--- config.mk ---
export PLATFORM = sky130hd
export DESIGN_NAME = periodic_can_frame_scheduler
export DESIGN_NICKNAME = d
export VERILOG_FILES = /design/src/rtl/core/pcfs_pkg.sv /design/src/rtl/core/pcfs_front.sv /design/src/rtl/core/pcfs_queue.sv /design/src/rtl/core/pcfs_back.sv /design/src/rtl/core/periodic_can_frame_scheduler.sv
export SDC_FILE = /design/constraint.sdc
export NUM_CORES = 1
export LEC_CHECK = 0
export BUFFER_PORTS_ARGS = -buffer_cell sky130_fd_sc_hd__buf_4
export CAP_MARGIN = 10
export CORE_MARGIN = 2
export CORE_UTILIZATION = 35
export DETAILED_ROUTE_END_ITERATION = 16
export GPL_TIMING_DRIVEN = 1
export SLEW_MARGIN = 40
export SYNTH_ARGS = -nofsm -noshare
export SYNTH_HDL_FRONTEND = slang
export SYNTH_SLANG_ARGS = --single-unit
--- constraint.sdc ---
create_clock -name i_clk -period 18 [get_ports i_clk]
set_input_delay 3.6 -clock i_clk [delete_from_list [all_inputs] [get_ports i_clk]]
set_output_delay 3.6 -clock i_clk [all_outputs]
set_load 0.01 [all_outputs]
--- src/rtl/core/pcfs_pkg.sv ---
// Shared types and constants for the periodic CAN frame scheduler.
package pcfs_pkg;

    // Standard CAN identifiers of the emitted frames
    localparam logic [10:0] ID_CLUSTER_LAMPS = 11'h545;
    localparam logic [10:0] ID_CLUSTER_RPM   = 11'h316;
    localparam logic [10:0] ID_CLUSTER_TEMP  = 11'h329;
    localparam logic [10:0] ID_HEARTBEAT     = 11'h285;
    localparam logic [10:0] ID_CHARGE        = 11'h286;

    // Consumption counter clears at or above this value
    localparam logic [16:0] CONSUMPTION_WRAP = 17'd65534;
    // Heartbeat byte 2 when EVSE pull is requested
    localparam logic [7:0]  EVSE_ON_CODE     = 8'hB6;
    // ceil(2^21 / 5): rpm * 32 / 5 == (rpm * RPM_RECIP) >> 16 for rpm < 2^14
    localparam logic [18:0] RPM_RECIP        = 19'd419431;

    // Configuration register indexes
    localparam logic [1:0]  REG_CLUSTER_PERIOD   = 2'd0;
    localparam logic [1:0]  REG_HEARTBEAT_PERIOD = 2'd1;
    localparam logic [1:0]  REG_CHARGE_PERIOD    = 2'd2;

    // Pending-frame bit positions in the back end, in send order
    localparam int P_LAMPS = 0;
    localparam int P_RPM   = 1;
    localparam int P_TEMP  = 2;
    localparam int P_HB    = 3;
    localparam int P_CHG   = 4;

    // One classified tick: which frames are due and their variable bytes
    typedef struct packed {
        logic        cluster;
        logic        heartbeat;
        logic        charge;
        logic [15:0] count;
        logic [15:0] disp;
        logic [7:0]  temp2;
        logic        evse;
        logic [15:0] volt;
        logic [7:0]  curr;
    } t_job;

endpackage

--- src/rtl/core/pcfs_front.sv ---
// Front end: period registers, timers, consumption counter, tick classification.
module pcfs_front (
    input  logic             i_clk,
    input  logic             i_rst_n,
    input  logic             i_cfg_valid,
    input  logic [1:0]       i_cfg_index,
    input  logic [15:0]      i_cfg_data,
    input  logic             i_accept,
    input  logic [31:0]      i_now_ms,
    input  logic [13:0]      i_engine_rpm,
    input  logic [7:0]       i_coolant_temp,
    input  logic [15:0]      i_consumption_increment,
    input  logic             i_evse_pull,
    input  logic             i_charging_on,
    input  logic [15:0]      i_voltage_request,
    input  logic [7:0]       i_current_request,
    output logic             o_push,
    output pcfs_pkg::t_job   o_job
);
    import pcfs_pkg::*;

    logic [15:0] r_cl_period, r_hb_period, r_ch_period;
    logic [31:0] r_cl_last, r_hb_last, r_ch_last;
    logic [15:0] r_count;

    logic [31:0] cl_elapsed, hb_elapsed, ch_elapsed;
    logic        cl_due, hb_due, ch_due;
    logic [16:0] sum;
    logic [15:0] n_count;
    logic [32:0] rpm_prod;

    assign cl_elapsed = i_now_ms - r_cl_last;
    assign hb_elapsed = i_now_ms - r_hb_last;
    assign ch_elapsed = i_now_ms - r_ch_last;
    assign cl_due = cl_elapsed >= {16'd0, r_cl_period};
    assign hb_due = hb_elapsed >= {16'd0, r_hb_period};
    assign ch_due = i_charging_on && (ch_elapsed >= {16'd0, r_ch_period});

    assign sum     = {1'b0, r_count} + {1'b0, i_consumption_increment};
    assign n_count = (sum >= CONSUMPTION_WRAP) ? 16'd0 : sum[15:0];

    // rpm * 6.4 by reciprocal multiply; result lands in the queue register
    assign rpm_prod = {19'd0, i_engine_rpm} * {14'd0, RPM_RECIP};

    always_comb begin
        o_job.cluster   = cl_due;
        o_job.heartbeat = hb_due;
        o_job.charge    = ch_due;
        o_job.count     = n_count;
        o_job.disp      = rpm_prod[31:16];
        o_job.temp2     = {i_coolant_temp[6:0], 1'b0};
        o_job.evse      = i_evse_pull;
        o_job.volt      = i_voltage_request;
        o_job.curr      = i_current_request;
    end

    assign o_push = i_accept && (cl_due || hb_due || ch_due);

    always_ff @(posedge i_clk) begin
        if (!i_rst_n) begin
            r_cl_period <= 16'd100;
            r_hb_period <= 16'd100;
            r_ch_period <= 16'd800;
        end else if (i_cfg_valid) begin
            unique case (i_cfg_index)
                REG_CLUSTER_PERIOD:   r_cl_period <= i_cfg_data;
                REG_HEARTBEAT_PERIOD: r_hb_period <= i_cfg_data;
                REG_CHARGE_PERIOD:    r_ch_period <= i_cfg_data;
                default: ;
            endcase
        end
    end

    always_ff @(posedge i_clk) begin
        if (!i_rst_n) begin
            r_cl_last <= 32'd0;
            r_hb_last <= 32'd0;
            r_ch_last <= 32'd0;
            r_count   <= 16'd0;
        end else if (i_accept) begin
            if (cl_due) begin
                r_cl_last <= i_now_ms;
                r_count   <= n_count;
            end
            if (hb_due) begin
                r_hb_last <= i_now_ms;
            end
            if (ch_due) begin
                r_ch_last <= i_now_ms;
            end
        end
    end

endmodule

--- src/rtl/core/pcfs_queue.sv ---
// Short FIFO of classified ticks between front and back end.
module pcfs_queue #(
    parameter int DEPTH = 4
) (
    input  logic             i_clk,
    input  logic             i_rst_n,
    input  logic             i_push,
    input  pcfs_pkg::t_job   i_job,
    input  logic             i_pop,
    output logic             o_valid,
    output logic             o_full,
    output pcfs_pkg::t_job   o_job
);
    import pcfs_pkg::*;

    localparam int AW = (DEPTH > 1) ? $clog2(DEPTH) : 1;
    localparam int CW = $clog2(DEPTH + 1);

    t_job          r_mem [DEPTH];
    logic [AW-1:0] r_wptr, r_rptr;
    logic [CW-1:0] r_count;

    assign o_valid = r_count != '0;
    assign o_full  = r_count == CW'(DEPTH);
    assign o_job   = r_mem[r_rptr];

    function automatic logic [AW-1:0] bump(input logic [AW-1:0] p);
        return (p == AW'(DEPTH - 1)) ? '0 : p + 1'b1;
    endfunction

    always_ff @(posedge i_clk) begin
        if (i_push) begin
            r_mem[r_wptr] <= i_job;
        end
    end

    always_ff @(posedge i_clk) begin
        if (!i_rst_n) begin
            r_wptr  <= '0;
            r_rptr  <= '0;
            r_count <= '0;
        end else begin
            if (i_push) begin
                r_wptr <= bump(r_wptr);
            end
            if (i_pop) begin
                r_rptr <= bump(r_rptr);
            end
            if (i_push && !i_pop) begin
                r_count <= r_count + 1'b1;
            end else if (i_pop && !i_push) begin
                r_count <= r_count - 1'b1;
            end
        end
    end

    a_no_overflow: assert property (@(posedge i_clk) disable iff (!i_rst_n)
        o_full |-> !i_push)
        else $error("queue push while full");

    a_no_underflow: assert property (@(posedge i_clk) disable iff (!i_rst_n)
        !o_valid |-> !i_pop)
        else $error("queue pop while empty");

endmodule

--- src/rtl/core/pcfs_back.sv ---
// Back end: puts one queued tick's frames into the output register, one per unstalled cycle.
module pcfs_back (
    input  logic             i_clk,
    input  logic             i_rst_n,
    input  logic             i_q_valid,
    input  pcfs_pkg::t_job   i_q_job,
    output logic             o_pop,
    output logic             o_valid,
    input  logic             i_ready,
    output logic [10:0]      o_frame_id,
    output logic [63:0]      o_frame_data,
    output logic             o_last
);
    import pcfs_pkg::*;

    t_job        r_job;
    logic        r_busy;
    logic [4:0]  r_pend;
    logic        r_valid;
    logic [10:0] r_id;
    logic [63:0] r_data;
    logic        r_last;

    logic        load;
    logic [4:0]  rest;
    logic        last;
    logic [10:0] sel_id;
    logic [63:0] sel_data;

    assign load = r_busy && (!r_valid || i_ready);
    assign rest = r_pend & (r_pend - 5'd1);
    assign last = rest == 5'd0;
    assign o_pop = i_q_valid && (!r_busy || (load && last));

    always_comb begin
        priority if (r_pend[P_LAMPS]) begin
            sel_id   = ID_CLUSTER_LAMPS;
            sel_data = {8'h18, 8'h00, 8'h10, 8'h7E, 8'h00,
                        r_job.count[15:8], r_job.count[7:0], 8'h00};
        end else if (r_pend[P_RPM]) begin
            sel_id   = ID_CLUSTER_RPM;
            sel_data = {8'h62, 8'h00, 8'h12, 8'h65,
                        r_job.disp[15:8], r_job.disp[7:0], 8'h62, 8'h05};
        end else if (r_pend[P_TEMP]) begin
            sel_id   = ID_CLUSTER_TEMP;
            sel_data = {8'h00, 8'h00, 8'hEE, 8'h00,
                        8'h19, 8'hB2, r_job.temp2, 8'hD9};
        end else if (r_pend[P_HB]) begin
            sel_id   = ID_HEARTBEAT;
            sel_data = {40'd0, (r_job.evse ? EVSE_ON_CODE : 8'h00), 16'd0};
        end else begin
            sel_id   = ID_CHARGE;
            sel_data = {8'h00, 8'h0A, 8'h00, 8'h00, 8'h37,
                        r_job.curr, r_job.volt[15:8], r_job.volt[7:0]};
        end
    end

    always_ff @(posedge i_clk) begin
        if (o_pop) begin
            r_job <= i_q_job;
        end
        if (load) begin
            r_id   <= sel_id;
            r_data <= sel_data;
            r_last <= last;
        end
    end

    always_ff @(posedge i_clk) begin
        if (!i_rst_n) begin
            r_busy  <= 1'b0;
            r_pend  <= 5'd0;
            r_valid <= 1'b0;
        end else begin
            if (load) begin
                r_valid <= 1'b1;
            end else if (i_ready) begin
                r_valid <= 1'b0;
            end
            if (o_pop) begin
                r_busy <= 1'b1;
                r_pend <= {i_q_job.charge, i_q_job.heartbeat,
                           {3{i_q_job.cluster}}};
            end else if (load) begin
                r_pend <= rest;
                r_busy <= !last;
            end
        end
    end

    assign o_valid      = r_valid;
    assign o_frame_id   = r_id;
    assign o_frame_data = r_data;
    assign o_last       = r_last;

    a_busy_has_work: assert property (@(posedge i_clk) disable iff (!i_rst_n)
        r_busy |-> r_pend != 5'd0)
        else $error("back end busy with no frame pending");

    a_tick_continues: assert property (@(posedge i_clk) disable iff (!i_rst_n)
        (r_valid && !r_last) |-> r_busy)
        else $error("non-final frame shown but rest of tick lost");

endmodule

--- src/rtl/core/periodic_can_frame_scheduler.sv ---
// Top level of the periodic CAN frame scheduler.
//
// Usage:
//  - s_axis carries one scheduling tick per request (current ms time plus
//    live vehicle values). A tick is taken whenever the tick queue has room,
//    independent of the output side.
//  - Three period timers (cluster, heartbeat, charger) are tested against the
//    tick time with modulo 2^32 elapsed time; each due timer reloads to now.
//  - m_axis emits 0 to 5 frames per tick, in order 0x545, 0x316, 0x329,
//    0x285, 0x286; tlast marks the final frame of a tick. A tick with no due
//    timer produces no request on m_axis.
//  - The cfg port writes the three period registers; its ready is always high.
//    Write only while the block is idle.
// Path: tick -> queue -> frame expander -> output register (m_axis).
// Throughput: one frame per cycle on m_axis while m_axis_tready is high;
//   a tick holds the frame expander until all its frames (up to 5) are loaded;
//   up to QUEUE_DEPTH ticks wait in the queue, taken each cycle until it fills.
// Reset: periods return to 100/100/800 ms, timers and consumption count to 0,
//   queue and output register empty.
// Stall: when m_axis_tready is low the frame holds in the output register;
//   the queue then fills and s_axis_tready drops.
module periodic_can_frame_scheduler #(
    parameter int QUEUE_DEPTH = 4
) (
    input  logic         i_clk,
    input  logic         i_rst_n,
    // config write request
    input  logic         i_cfg_valid,
    output logic         o_cfg_ready,
    input  logic [1:0]   i_cfg_index,
    input  logic [15:0]  i_cfg_data,
    // tick input
    input  logic         s_axis_tvalid,
    output logic         s_axis_tready,
    // [31:0] now_ms, [45:32] engine_rpm, [53:46] coolant_temp,
    // [69:54] consumption_increment, [70] evse_pull, [71] charging_on,
    // [87:72] voltage_request, [95:88] current_request
    input  logic [95:0]  s_axis_tdata,
    // frame output
    output logic         m_axis_tvalid,
    input  logic         m_axis_tready,
    // [63:0] frame_data
    output logic [63:0]  m_axis_tdata,
    // [10:0] frame_id
    output logic [10:0]  m_axis_tuser,
    output logic         m_axis_tlast
);
    import pcfs_pkg::*;

    logic q_full;
    logic q_valid;
    logic push;
    logic pop;
    logic accept;
    t_job front_job;
    t_job head_job;

    assign o_cfg_ready   = 1'b1;
    assign s_axis_tready = !q_full;
    assign accept        = s_axis_tvalid && !q_full;

    pcfs_front u_front (
        .i_clk                   (i_clk),
        .i_rst_n                 (i_rst_n),
        .i_cfg_valid             (i_cfg_valid),
        .i_cfg_index             (i_cfg_index),
        .i_cfg_data              (i_cfg_data),
        .i_accept                (accept),
        .i_now_ms                (s_axis_tdata[31:0]),
        .i_engine_rpm            (s_axis_tdata[45:32]),
        .i_coolant_temp          (s_axis_tdata[53:46]),
        .i_consumption_increment (s_axis_tdata[69:54]),
        .i_evse_pull             (s_axis_tdata[70]),
        .i_charging_on           (s_axis_tdata[71]),
        .i_voltage_request       (s_axis_tdata[87:72]),
        .i_current_request       (s_axis_tdata[95:88]),
        .o_push                  (push),
        .o_job                   (front_job)
    );

    pcfs_queue #(
        .DEPTH (QUEUE_DEPTH)
    ) u_queue (
        .i_clk   (i_clk),
        .i_rst_n (i_rst_n),
        .i_push  (push),
        .i_job   (front_job),
        .i_pop   (pop),
        .o_valid (q_valid),
        .o_full  (q_full),
        .o_job   (head_job)
    );

    pcfs_back u_back (
        .i_clk        (i_clk),
        .i_rst_n      (i_rst_n),
        .i_q_valid    (q_valid),
        .i_q_job      (head_job),
        .o_pop        (pop),
        .o_valid      (m_axis_tvalid),
        .i_ready      (m_axis_tready),
        .o_frame_id   (m_axis_tuser),
        .o_frame_data (m_axis_tdata),
        .o_last       (m_axis_tlast)
    );

endmodule
==> impl_metrics.env <==
export IMPL_finalHoldViolations=0
export IMPL_power_mw=5.54
export IMPL_antenna_left=0
export IMPL_yosysSeqAreaShare=0.459
export IMPL_start_util=0.353
export IMPL_areaGrowthSynthToFinish_pct=13.3
export IMPL_hp_start="u_front.r_cl_period[1]"
export IMPL_hold_end="u_front.r_cl_period[1]"
export IMPL_path_clk_slew_ns=0.06
export IMPL_yosysUniqueCellTypes=91
export IMPL_peakVddDrop_mv=0.105
export IMPL_grt_start_max_net_pins=68
export IMPL_overflow=0
export IMPL_tns_ns=0
export IMPL_drc_errors=0
export IMPL_slew_headroom=0.453
export IMPL_vias_per_cell=5.26
export IMPL_synth_area_um2=32400
export IMPL_cts_buffers=58
export IMPL_cp_top_family="simple AND/OR/NAND/NOR gates"
export IMPL_clk_path_buf_depth=3
export IMPL_antenna_found_initial=1
export IMPL_final_util=0.400
export IMPL_portBuffers=184
export IMPL_crit_slowest_cell="buf_4"
export IMPL_io_pins=198
export IMPL_layout_commonest_cell="edfxtp_1"
export IMPL_reg2reg_to="u_queue.r_mem[0][46]"
export IMPL_die_w_um=308
export IMPL_dpl_hpwl_um=59900
export IMPL_path_class="input pin to register"
export IMPL_ctsResizeCount=0
export IMPL_grt_pass1_wl_um=128000
export IMPL_dp_worst_setup_slack_ns=7.66
export IMPL_r2r_start="u_front.r_cl_last[0]"
export IMPL_gp_congestion=0.903
export IMPL_cellPowerDensity_nw_per_um2=151
export IMPL_wl_um=82700
export IMPL_fmax_ghz=0.104
export IMPL_insertion_delay_ns=0.64
export IMPL_cp_num_buf_inv=5
export IMPL_post_cts_buffers=0
export IMPL_fill_cells=8877
export IMPL_startpoint_type="input pin"
export IMPL_synth_area_per_cell_um2=10.5
export IMPL_final_setup_viol_count=0
export IMPL_final_cell_mix="377 x edfxtp_1, 365 x a21oi_1, 313 x inv_1"
export IMPL_r2r_setup_slack_ns=11.27
export IMPL_worstMarginPinSlew_ns=0.821
export IMPL_first_pass_iters=8
export IMPL_routed_via_count=23319
export IMPL_cp_arrival_ns=9.88
export IMPL_slowest_delay_ns=0.71
export IMPL_crit_path_end_kind="register"
export IMPL_period_needed_ns=9.62
export IMPL_cp_required_ns=18.26
export IMPL_cts_root_buf="clkbuf_16"
export IMPL_leakage_nw=14.2
export IMPL_fin_skew_ns=0.0397
export IMPL_track_usage=0.172
export IMPL_maxCapViolations=0
export IMPL_hold_path_cell_count=2
export IMPL_drive_gt1_frac=0.123
export IMPL_yosysWarnings=0
export IMPL_ctsHtreeMaxLevel=2
export IMPL_dieArea_um2=94900
export IMPL_rows=111
export IMPL_async_flop_share=0
export IMPL_slew_violations=0
export IMPL_reg2regPathDepth=27
export IMPL_die_h_um=308
export IMPL_status="completed"
export IMPL_fin_crit_sh=0.534
export IMPL_drt_iter0_drc=1648
export IMPL_nets=3654
export IMPL_rsz0062_at_grt="no"
export IMPL_clock_sinks=553
export IMPL_synth_seq_cells=553
export IMPL_wl_per_cell_um=18.7
export IMPL_cts_hold_buf=0
export IMPL_worstPathMaxFanout=50
export IMPL_synth_ff_type="edfxtp_1"
export IMPL_cts_tree="yes"
export IMPL_setup_ws_ns=8.38
export IMPL_core_um2=91700
export IMPL_synth_edff_count=377
export IMPL_syn_inst=3079
export IMPL_grt_pass1_vias=22693
export IMPL_hold_path_class="register to register"
## layer usage
metal | global-route usage | share of wire | vias up
li1 | - | - | 11326
met1 | 0.233 | 0.46 | 11396
met2 | 0.288 | 0.48 | 498
met3 | 0.0183 | 0.039 | 99
met4 | 0.0526 | 0.025 | 0
met5 | 0 | 0 | -
## through the flow
| step | area, um^2 | std cells | hold slack (ns) |
|---|---|---|---|
| final | 36700 | 4433 | 0.455 |
| after CTS | 36700 | 4431 | 0.457 |
| after floorplan | 32400 | 3089 | 0.406 |
| after global placement | 34700 | 4321 | 0.444 |
| after global routing | 36700 | 4432 | 0.477 |
| after detailed placement | 34700 | 4321 | 0.448 |
## tightest hold or removal path: stages (launching register included)
cell and delay [ns]:
dfxtp_1 0.31, nand2_1 0.05, a21oi_1 0.05
## Yosys cell counts (37+ instances only)
library cell    n  share of area
edfxtp_1      377           0.35
mux4_2         67          0.047
a21oi_1       365          0.056
fa_1           74          0.046
nand2_1       264          0.031
a21o_1         39         0.0090
nand4_1        37         0.0072
nor2_1        211          0.024
dfxtp_1       176           0.11
clkbuf_1       82         0.0095
o21ai_0       114          0.018
inv_1         316          0.037
o21a_1         46          0.011
nor3_1         40         0.0062
nand3_1        69          0.011
xnor2_1        49          0.013
ha_1          266           0.10
## power breakdown
group | internal [mW] | total [mW] | switching (mW)
clock | 0.702 | 1.21 | 0.510
sequential | 1.97 | 2.12 | 0.148
combinational | 0.865 | 2.21 | 1.34
## cell type report
type / count / area (um^2) / area share
repair buffers: 203 / 1540 / 0.0419
clock buffers: 86 / 1660 / 0.0453
inverters: 321 / 1210 / 0.0329
well taps: 1186 / 1480 / 0.0404
flip-flops and latches: 553 / 14900 / 0.405
diodes: 2 / 5.00 / 0.000136
multi-input cells: 2058 / 15600 / 0.426
clock inverters: 24 / 292 / 0.00795
## state kept, by name (all words and copies together), names as in the netlist, 3 cells and up, named ones only
| name | flops |
|---|---|
| u_back.o_frame_data | 36 |
| u_back.o_frame_id | 8 |
| u_back.r_job | 64 |
| u_back.r_pend | 5 |
| u_front.r_ch_last | 32 |
| u_front.r_ch_period | 16 |
| u_front.r_cl_last | 32 |
| u_front.r_cl_period | 16 |
| u_front.r_count | 16 |
| u_front.r_hb_last | 32 |
| u_front.r_hb_period | 16 |
| u_queue.r_count | 3 |
| u_queue.r_mem | 268 |
## worst max path at each step
stage	from	endpoint	slack (ns)	cells after the start
floorplan	s_axis_tdata[0]	u_queue.r_mem[3][0]	8.64	27
detailed placement	s_axis_tdata[0]	u_queue.r_mem[1][18]	7.66	29
finish	s_axis_tdata[0]	u_queue.r_mem[0][46]	8.38	29
CTS	s_axis_tdata[0]	u_queue.r_mem[0][54]	8.30	29
global route	s_axis_tdata[0]	u_queue.r_mem[1][11]	7.86	29
global placement	s_axis_tdata[0]	u_queue.r_mem[1][18]	7.67	29
## logic make-up (layout without fill, tap and decap cells)
kind of cell,count (synthesis),after routing,share of synthesized area
other,2,14,0.000232
XOR/XNOR,77,77,0.0208
adder cells (fa/ha/maj),340,340,0.149
AO/OA/AOI/OAI,772,772,0.149
AND/OR/NAND/NOR,776,776,0.112
buffers and inverters,478,634,0.0603
flip-flops,553,553,0.459
multiplexers,81,81,0.0511
No activity file was read; power rests on OpenSTA's default activity.
